### config.mk
export PLATFORM = sky130hd
export DESIGN_NAME = running_mean_highpass
export DESIGN_NICKNAME = d
export VERILOG_FILES = /design/src/rmh_pkg.sv /design/src/running_mean_highpass.sv
export SDC_FILE = /design/constraint.sdc
export NUM_CORES = 2
export LEC_CHECK = 0
export BUFFER_PORTS_ARGS = -buffer_cell sky130_fd_sc_hd__buf_2
export CAP_MARGIN = 10
export CORE_MARGIN = 2
export CORE_UTILIZATION = 25
export DETAILED_ROUTE_END_ITERATION = 8
export HOLD_SLACK_MARGIN = 0.06
export PLACE_DENSITY = 0.36
export SLEW_MARGIN = 25
export SYNTH_ARGS = -nofsm -noshare
export SYNTH_HDL_FRONTEND = slang
export SYNTH_SLANG_ARGS = --single-unit
### constraint.sdc
create_clock -name clk -period 23 [get_ports clk]
set_clock_uncertainty 0.15 [all_clocks]
set_input_delay 1.15 -clock clk [delete_from_list [all_inputs] [get_ports clk]]
set_output_delay 1.15 -clock clk [all_outputs]
set_load 0.005 [all_outputs]
### src/rmh_pkg.sv
// types, constants and microcode table for the running mean high-pass block
// no dependencies
package rmh_pkg;

  localparam int SAMPLE_BITS   = 24;
  localparam int FRACTION_BITS = 16;
  localparam int COUNT_BITS    = 16;

  localparam int AVG_BITS  = SAMPLE_BITS + FRACTION_BITS;
  localparam int NUM_BITS  = AVG_BITS + COUNT_BITS + 1;
  localparam int DIFF_BITS = AVG_BITS + 1;
  localparam int OUT_BITS  = SAMPLE_BITS + 1;
  localparam int ITER_BITS = $clog2(AVG_BITS);
  localparam int STEP_BITS = 3;

  localparam logic [COUNT_BITS-1:0] WINDOW_RESET = COUNT_BITS'(100);

  typedef struct packed {
    logic signed [SAMPLE_BITS-1:0] sample;
    logic                          block_end;
  } samp_t;

  typedef struct packed {
    logic signed [OUT_BITS-1:0] filtered;
    logic                       block_end_out;
  } filt_t;

  // jump conditions of the sequencer
  typedef enum logic [3:0] {
    COND_NONE      = 4'b0001,
    COND_NO_SAMPLE = 4'b0010,
    COND_DIV_MORE  = 4'b0100,
    COND_OUT_BUSY  = 4'b1000
  } cond_t;

  typedef logic [STEP_BITS-1:0] step_t;

  localparam step_t STEP_WAIT = 3'd0;
  localparam step_t STEP_MUL  = 3'd1;
  localparam step_t STEP_ADD  = 3'd2;
  localparam step_t STEP_DIV  = 3'd3;
  localparam step_t STEP_FIX  = 3'd4;
  localparam step_t STEP_EMIT = 3'd5;

  // one control word: datapath enables, end-of-program flag, jump
  typedef struct packed {
    logic  accept;
    logic  mul;
    logic  load;
    logic  div;
    logic  commit;
    logic  emit;
    logic  last;
    cond_t cond;
    step_t target;
  } uword_t;

  // jump to target while cond holds, else fall through (or wrap on last)
  function automatic uword_t ucode(step_t s);
    uword_t w;
    w = '{accept: 1'b0, mul: 1'b0, load: 1'b0, div: 1'b0, commit: 1'b0,
          emit: 1'b0, last: 1'b0, cond: COND_NONE, target: STEP_WAIT};
    case (s)
      STEP_WAIT: begin
        w.accept = 1'b1;
        w.cond   = COND_NO_SAMPLE;
        w.target = STEP_WAIT;
      end
      STEP_MUL:  w.mul = 1'b1;
      STEP_ADD:  w.load = 1'b1;
      STEP_DIV: begin
        w.div    = 1'b1;
        w.cond   = COND_DIV_MORE;
        w.target = STEP_DIV;
      end
      STEP_FIX:  w.commit = 1'b1;
      STEP_EMIT: begin
        w.emit   = 1'b1;
        w.last   = 1'b1;
        w.cond   = COND_OUT_BUSY;
        w.target = STEP_EMIT;
      end
      default:   w.last = 1'b1;
    endcase
    return w;
  endfunction

endpackage

### src/running_mean_highpass.sv
// running mean high-pass: sample minus a cumulative / exponential running average
// depends on rmh_pkg; microcoded sequencer with a 40-step restoring divider
// sequence of steps: wait for a sample, multiply, load the divider, divide, commit, emit
// one sample at a time; a new one is taken only once its result is in the output register
// reset (rst, synchronous): average and warm-up count cleared, window back to 100
module running_mean_highpass (
  input  logic                            clk,
  input  logic                            rst,
  input  logic                            cfg_valid,
  output logic                            cfg_ready,
  input  logic [rmh_pkg::COUNT_BITS-1:0]  cfg_data,
  input  logic                            samp_valid,
  output logic                            samp_ready,
  input  rmh_pkg::samp_t                  samp_data,
  output logic                            filt_valid,
  input  logic                            filt_ready,
  output rmh_pkg::filt_t                  filt_data
);
  import rmh_pkg::*;

  // architectural state
  logic        [COUNT_BITS-1:0] window;
  logic signed [AVG_BITS-1:0]   avg;
  logic        [COUNT_BITS-1:0] count;

  // sequencer
  step_t  step;
  step_t  step_next;
  uword_t uw;
  logic   cond_true;
  logic   out_busy;

  // datapath registers
  logic signed [SAMPLE_BITS-1:0] x;
  logic                          blk;
  logic signed [NUM_BITS-1:0]    prod;
  logic                          warm;
  logic        [COUNT_BITS-1:0]  divisor;
  logic                          neg;
  logic        [COUNT_BITS-1:0]  rem;
  logic        [AVG_BITS-1:0]    quo;
  logic        [ITER_BITS-1:0]   iter;

  // datapath logic
  logic        [COUNT_BITS-1:0]  w_eff;
  logic                          warm_now;
  logic        [COUNT_BITS-1:0]  factor;
  logic        [COUNT_BITS-1:0]  divisor_now;
  logic signed [AVG_BITS-1:0]    xf;
  logic signed [NUM_BITS-1:0]    num;
  logic        [NUM_BITS-1:0]    mag;
  logic        [COUNT_BITS:0]    shifted;
  logic        [COUNT_BITS:0]    trial;
  logic signed [DIFF_BITS-1:0]   diff;
  logic signed [DIFF_BITS-1:0]   bias;
  logic signed [DIFF_BITS-1:0]   biased;
  logic signed [DIFF_BITS-1:0]   res;

  // configuration taken whenever out of reset; the user must write it only while the block is idle, not enforced here
  assign cfg_ready = !rst;

  // control word of the current step
  assign uw = ucode(step);

  // input is taken only in the wait step, never during reset
  assign samp_ready = uw.accept && !rst;

  // result register still occupied at the end of this cycle
  assign out_busy = filt_valid && !filt_ready;

  always_comb begin
    case (uw.cond)
      COND_NONE:      cond_true = 1'b0;
      COND_NO_SAMPLE: cond_true = !samp_valid;
      COND_DIV_MORE:  cond_true = (iter != ITER_BITS'(AVG_BITS - 1));
      COND_OUT_BUSY:  cond_true = out_busy;
      default:        cond_true = 1'b0;
    endcase
    if (cond_true) begin
      step_next = uw.target;
    end else if (uw.last) begin
      step_next = STEP_WAIT;
    end else begin
      step_next = step + STEP_BITS'(1);
    end
  end

  // a zero window behaves as a window of one
  assign w_eff       = (window == '0) ? COUNT_BITS'(1) : window;
  // warm-up: cumulative mean, multiply by count and divide by count+1
  assign warm_now    = (count < w_eff);
  assign factor      = warm_now ? count : (w_eff - COUNT_BITS'(1));
  assign divisor_now = warm_now ? (count + COUNT_BITS'(1)) : w_eff;

  // sample in average fixed point
  assign xf  = AVG_BITS'(x) <<< FRACTION_BITS;
  // numerator and its magnitude for the unsigned divider
  assign num = prod + NUM_BITS'(xf);
  assign mag = num[NUM_BITS-1] ? NUM_BITS'(-num) : NUM_BITS'(num);

  // one restoring division step
  assign shifted = {rem, quo[AVG_BITS-1]};
  assign trial   = shifted - {1'b0, divisor};

  // filtered output: truncate toward zero by biasing negatives before the shift
  assign diff   = DIFF_BITS'(xf) - DIFF_BITS'(avg);
  assign bias   = diff[DIFF_BITS-1] ? DIFF_BITS'((64'd1 << FRACTION_BITS) - 64'd1) : '0;
  assign biased = diff + bias;
  assign res    = biased >>> FRACTION_BITS;

  // sequencer and state
  always_ff @(posedge clk) begin
    if (rst) begin
      step   <= STEP_WAIT;
      window <= WINDOW_RESET;
      avg    <= '0;
      count  <= '0;
    end else begin
      step <= step_next;
      if (cfg_valid && cfg_ready) begin
        window <= cfg_data;
      end
      // write back the new average, bump the count during warm-up
      if (uw.commit) begin
        avg <= neg ? AVG_BITS'(-$signed(quo)) : AVG_BITS'($signed(quo));
        if (warm) begin
          count <= count + COUNT_BITS'(1);
        end
      end
    end
  end

  // datapath registers, no reset needed
  always_ff @(posedge clk) begin
    if (samp_valid && samp_ready) begin
      x   <= samp_data.sample;
      blk <= samp_data.block_end;
    end
    // avg times count (warm-up) or times window-1
    if (uw.mul) begin
      prod    <= avg * $signed({1'b0, factor});
      warm    <= warm_now;
      divisor <= divisor_now;
    end
    // quotient fits the average width, so the top bits start as remainder
    if (uw.load) begin
      neg  <= num[NUM_BITS-1];
      rem  <= mag[NUM_BITS-2:AVG_BITS];
      quo  <= mag[AVG_BITS-1:0];
      iter <= '0;
    end
    if (uw.div) begin
      if (!trial[COUNT_BITS]) begin
        rem <= trial[COUNT_BITS-1:0];
        quo <= {quo[AVG_BITS-2:0], 1'b1};
      end else begin
        rem <= shifted[COUNT_BITS-1:0];
        quo <= {quo[AVG_BITS-2:0], 1'b0};
      end
      iter <= iter + ITER_BITS'(1);
    end
  end

  // output register: loaded in the emit step once free, cleared on transfer
  always_ff @(posedge clk) begin
    if (rst) begin
      filt_valid <= 1'b0;
    end else begin
      if (filt_valid && filt_ready) begin
        filt_valid <= 1'b0;
      end
      if (uw.emit && !out_busy) begin
        filt_valid <= 1'b1;
      end
    end
  end

  always_ff @(posedge clk) begin
    if (uw.emit && !out_busy) begin
      filt_data.filtered      <= res[OUT_BITS-1:0];
      filt_data.block_end_out <= blk;
    end
  end

endmodule

==> Yosys cells after proc, flatten, opt, wreduce, memory -nomap -nowiden <==
Cells that the tools add are included.
{ "word_totals": {"output_inout_bits": 29, "inputBits": 46, "word_cells": 79, "reg_bits": 264} }
{ "classes": {"n_lt_le_gt_ge": 1, "n_mul": 1, "muxes": 26, "n_reduce_logical": 16, "n_addsub": 10, "eq_ne": 9} }
{ "op_table": {"columns": ["cell", "n"], "rows": [
  ["40-bit two-way mux", 3],
  ["16-bit two-way mux", 7],
  ["57-bit by 40-bit adder with 57-bit output", 1],
  ["40-bit by 17-bit multiplier with 57-bit output", 1],
  ["56-bit two-way mux", 1],
  ["56-bit negation", 1],
  ["41-bit by 17-bit adder with 41-bit output", 1],
  ["40-bit by 40-bit subtractor with 41-bit output", 1],
  ["40-bit negation", 1],
  ["7-bit case mux with 3 select lines", 1],
  ["17-bit by 16-bit subtractor with 17-bit output", 1],
  ["16-bit by 1-bit adder with 16-bit output, second input constant", 1],
  ["16-bit zero test", 1],
  ["16-bit less-than comparator", 1],
  ["16-bit by 1-bit subtractor with 16-bit output, second input constant", 1],
  ["6-bit two-way mux", 2],
  ["1-bit two-way mux", 9],
  ["6-bit by 1-bit adder with 6-bit output, second input constant", 1],
  ["3-bit by 2-bit == test with 1-bit output, second input constant", 2],
  ["3-bit == test, second input constant", 2],
  ["1-bit logical AND", 6],
  ["3-bit two-way mux", 2],
  ["6-bit inequality test, second input constant", 1],
  ["5-bit OR reduction", 1],
  ["other kinds (10)", 14]
]} }

==> Longest topological paths before layout <==
{ "logic_depth": {"depth_word": 5, "ltp_mapped": 38, "mapped_depth_nobuf": 35} }

==> Worst setup path before layout <==
OpenSTA, ideal clock, no wires.
{ "synth_timing": {"kind": "register -> register", "start": "reg window[9]", "end": "reg prod[55], data pin", "setup_time_ps": 188, "required_ps": 22662, "path_stages_with_launch": 35, "arrival_time_ps": 8767, "slack_ps": 13895, "path_buffers": 3, "synth_period_minus_slack_ps": 9105, "cell_sequence": "dfxtp_1 inv_1 ha_1 a21o_1 a21o_1 a21o_1 a21o_1 a21o_1 a21o_1 a21o_1 clkbuf_1 nor3_1 clkbuf_1 clkbuf_1 nor3_1 fa_1 inv_1 fa_1 fa_1 inv_1 fa_1 fa_1 inv_1 fa_1 inv_1 ha_1 nand3_1 or4_1 or2_2 o211ai_1 a41oi_1 o31a_1 a21oi_1 a41oi_1 o41ai_1"} }
{ "synth_between": {"elab_chain_len": 5, "elab_cells_between_ends": 6, "cone_classes": "add/sub: 1; mul: 1; order compare: 1; mux: 2; reduce/logical: 1"} }
{ "synth_rtl": {"columns": ["item", "line", "text"], "rows": [
  ["start, declared", "running_mean_highpass.sv:22", "logic [COUNT_BITS-1:0] window;"],
  ["start signal, assigned", "running_mean_highpass.sv:121", "window <= cfg_data;"],
  ["16-bit zero test", "running_mean_highpass.sv:89", "assign w_eff = (window == '0) ? COUNT_BITS'(1) : window;"],
  ["16-bit two-way mux *", "running_mean_highpass.sv:89", null],
  ["16-bit by 1-bit subtractor with 16-bit output or 16-bit less-than comparator (tied branches)", "running_mean_highpass.sv:92, running_mean_highpass.sv:91", null],
  ["16-bit two-way mux *", "running_mean_highpass.sv:92", "assign factor = warm_now ? count : (w_eff - COUNT_BITS'(1));"],
  ["40-bit by 17-bit multiplier with 57-bit output *", "running_mean_highpass.sv:141", "prod <= avg * $signed({1'b0, factor});"],
  ["end signal, assigned", "running_mean_highpass.sv:141", null],
  ["end, declared", "running_mean_highpass.sv:36", "logic signed [NUM_BITS-1:0] prod;"]
]} }
Every way passes the cells marked *; elsewhere a longest branch is shown, timed or not.
A chain may end at the register's enable or synchronous reset.

==> Final worst setup path <==
{ "layout_timing": {"start": "reg window[3]", "end": "reg prod[55], data pin"} }
Same word-level chain as after synthesis.

==> impl_metrics.yaml <==
detailed_routing:
  drtPass1Iterations: 5
  wl_per_cell_um: 23.8
  route.detailed.drc: 0
  via_per_inst: 4.91
  first_iter_violations: 2187
  routed-via-count: 32760
  routed_wirelength_um: 159000
  ant_nets: 0
worst_setup_path:
  worstSetupStartpointType: "flip-flop"
  r2r_start: "window[3]"
  slowest_stage: "o32ai_1"
  critPathRequiredTime_ps: 23220
  rr_worst_depth: 34
  r2r-end: "prod[55]"
  cp_max_fo: 26
  cp.arrival_ps: 11500
  critical_path_class: "reg2reg"
  reg2reg_slack_ps: 11730
  slowest_delay_ps: 760
  cpMostUsedCell: "fa_1"
  end_kind: "flip-flop"
synthesis:
  syn_inst: 4499
  ys_ff_latch: 264
  synth_warnings: 0
  synth_area_mm2: 0.0407
  syn_area_per_cell_um2: 9.04
  ys_types: 85
  synth_flop_cell: "edfxtp_1"
  ys_seq_area_frac: 0.176
  synth-async-reset-ratio: 0
  synth-edff-count: 188
  synthesis.nets: 5402
floorplanning:
  core_region_area_mm2: 0.162
  fp.dieH_um: 407
  start_util: 0.251
  dieArea_mm2: 0.166
  die_w_um: 407
  num_rows: 148
  io-pin-count: 75
sta:
  drv_slew: 0
  hold_viol: 0
  rsz0062_at_grt: "false"
  setup-tns-final_ps: 0
  fin_crit_ps: 11270
  min_period_over_period: 0.490
  slew-limit-headroom: 0.329
  tightest_slew_ps: 1000
  clock.fmax_ghz: 0.0887
  setup_viol: 0
job:
  cap_violations: 0
clocking:
  clock-sinks: 264
  cts_setup_buffers: 0
  clockBufferDepth: 3
  cts_resized: 0
  clockRootBuffer: "clkbuf_16"
  clkTransAtPathRegs_ps: 60
  numCtsBuffers: 38
  cts_tree: "yes"
  clk_latency_ps: 620
  cts_max_level: 2
  hold_buffers: 0
pwr:
  ir_drop_v: 0.0000449
  powerDensity_mw_per_mm2: 63.2
  leakage_nw: 19.7
final_layout:
  layout.nets: 5366
  drive_gt1_frac: 0.0764
  fillers: 17520
  syn2layout_area_growth_pct: 10.8
  fin_area_mm2: 0.0451
worst_hold_path:
  hp-class: "reg2reg"
  holdPathStages: 0
  min_from: "blk"
  whs_endpoint: "filt_data[0]"
grt:
  grt_pass1_vias: 34761
  grt_antenna_before_repair: 6
  grt_pass1_wl_um: 239000
  grt_overflow: 0
  grt_max_degree: 87
  grt_use_total: 0.192
place:
  hpwl_um: 122000
  placed_cell_area_mm2: 0.0439
  finalWeightedCongestion: 0.842
  io_buffers: 74
run_status:
  outcome: "complete, no violations"
==> power by group <==
group | leakage [nW] | internal (mW) | total [mW] | switching, mW
registers | 2.37 | 0.695 | 0.791 | 0.0962
logic | 16.7 | 0.562 | 1.48 | 0.916
clock network | 0.568 | 0.322 | 0.581 | 0.259
total | 19.7 | 1.58 | 2.85 | 1.27
==> sequential cells by signal, summed over array words and instances (netlist names) <==
signal / flops
prod: 57
avg: 40
quo: 40
filt_data: 26
x: 24
count: 16
divisor: 16
rem: 16
window: 16
iter: 6
step: 3
blk: 1
filt_valid: 1
neg: 1
warm: 1
==> area by class of cell <==
type | count | area, um^2 | share of cell area
tap | 2175 | 2720 | 0.0604
inverter | 755 | 2830 | 0.0629
sequential | 264 | 7170 | 0.159
timing repair buffer | 177 | 1180 | 0.0261
multi-input combinational | 3227 | 30000 | 0.666
clock buffer | 44 | 983 | 0.0218
clock inverter | 23 | 195 | 0.00433
antenna | 1 | 2.50 | 0.0000555
==> per-stage QoR <==
stage / std cells / hold WS (ps) / utilization / power (mW) / worst slack (ps)
2_1_floorplan: 4499 / 250 / - / 1.79 / 13890
3_3_place_gp: 6596 / 252 / 0.270 / 2.30 / 11610
3_5_place_dp: 6598 / 256 / 0.271 / 2.30 / 11820
4_1_cts: 6665 / 270 / 0.278 / 2.90 / 11740
5_1_grt: 6665 / 289 / 0.278 / 3.06 / 11110
6_report: 6666 / 269 / 0.278 / 2.85 / 11730
==> worst max-delay path, delay by kind of cell, from the launching register on <==
family / cells / cell delay, ps
AO/OA/AOI/OAI: 16 / 4750
adder cells (fa/ha/maj): 7 / 3590
AND/OR/NAND/NOR: 6 / 1210
buffers and inverters: 5 / 930
flip-flops: 1 / 360
==> Yosys cell counts (6+ instances only) <==
cell type / count / share of area
o21a_1: 25 / 0.0046
a2111oi_0: 8 / 0.0017
a211o_1: 7 / 0.0015
a31o_2: 6 / 0.0013
a31oi_1: 21 / 0.0032
o2111ai_1: 9 / 0.0019
a311oi_1: 9 / 0.0019
nand2b_1: 13 / 0.0020
nand2_1: 175 / 0.016
ha_1: 254 / 0.078
clkbuf_1: 242 / 0.022
nor3_1: 167 / 0.021
mux2_2: 35 / 0.0097
nor3b_1: 62 / 0.011
o31ai_1: 30 / 0.0055
inv_1: 753 / 0.069
a21oi_1: 186 / 0.023
buf_1: 9 / 0.00083
a21o_1: 74 / 0.014
nor4_1: 25 / 0.0038
o41ai_1: 9 / 0.0019
o211ai_1: 24 / 0.0044
xnor2_1: 170 / 0.037
xor2_1: 103 / 0.022
dfxtp_1: 76 / 0.037
nand4_1: 26 / 0.0040
nor2_1: 204 / 0.019
edfxtp_1: 188 / 0.14
o21ai_1: 12 / 0.0015
o21bai_1: 18 / 0.0033
nand3_1: 436 / 0.054
or3_1: 31 / 0.0048
mux2i_1: 29 / 0.0071
and3_1: 88 / 0.014
and2_1: 26 / 0.0040
a21boi_0: 22 / 0.0041
o21ai_0: 136 / 0.017
a211oi_1: 57 / 0.011
fa_1: 603 / 0.30
nor2b_1: 17 / 0.0026
or2_2: 12 / 0.0018
or4_1: 18 / 0.0033
==> placed cells by master (no fill, tap or decap), types with 163 or more instances in the layout <==
cell | netlist | layout
nor3_1 | 167 | 163
nand2_1 | 175 | 175
xnor2_1 | 170 | 169
a21oi_1 | 186 | 181
ha_1 | 254 | 253
inv_1 | 753 | 752
nand3_1 | 436 | 428
nor2_1 | 204 | 202
fa_1 | 603 | 603
edfxtp_1 | 188 | 188
==> cell families after synthesis <==
logic type	count (synthesis)	share of synthesized area
mux	64	0.0168
xor+xnor	273	0.0588
fa+ha+maj	857	0.375
compound gates	699	0.112
simple gates	1334	0.168
buf+inv	1008	0.0931
flops	264	0.176
==> worst max path at each step <==
stage,startpoint,to,slack (ps),cells past startpoint
floorplan,window[9],prod[55],13890,34
finish,window[3],prod[55],11730,34
detailed placement,window[3],prod[55],11820,36
global route,window[3],prod[55],11110,36
CTS,window[3],prod[55],11740,34
global placement,window[3],prod[55],11610,34
==> metal layers <==
metal	track usage	routed length, um	vias up
met1	0.260	71500	16829
met5	0	0	-
met2	0.324	76100	723
met4	0.0538	4780	0
li1	-	-	15032
met3	0.0194	6290	176
(Power assumes the default switching activity.)
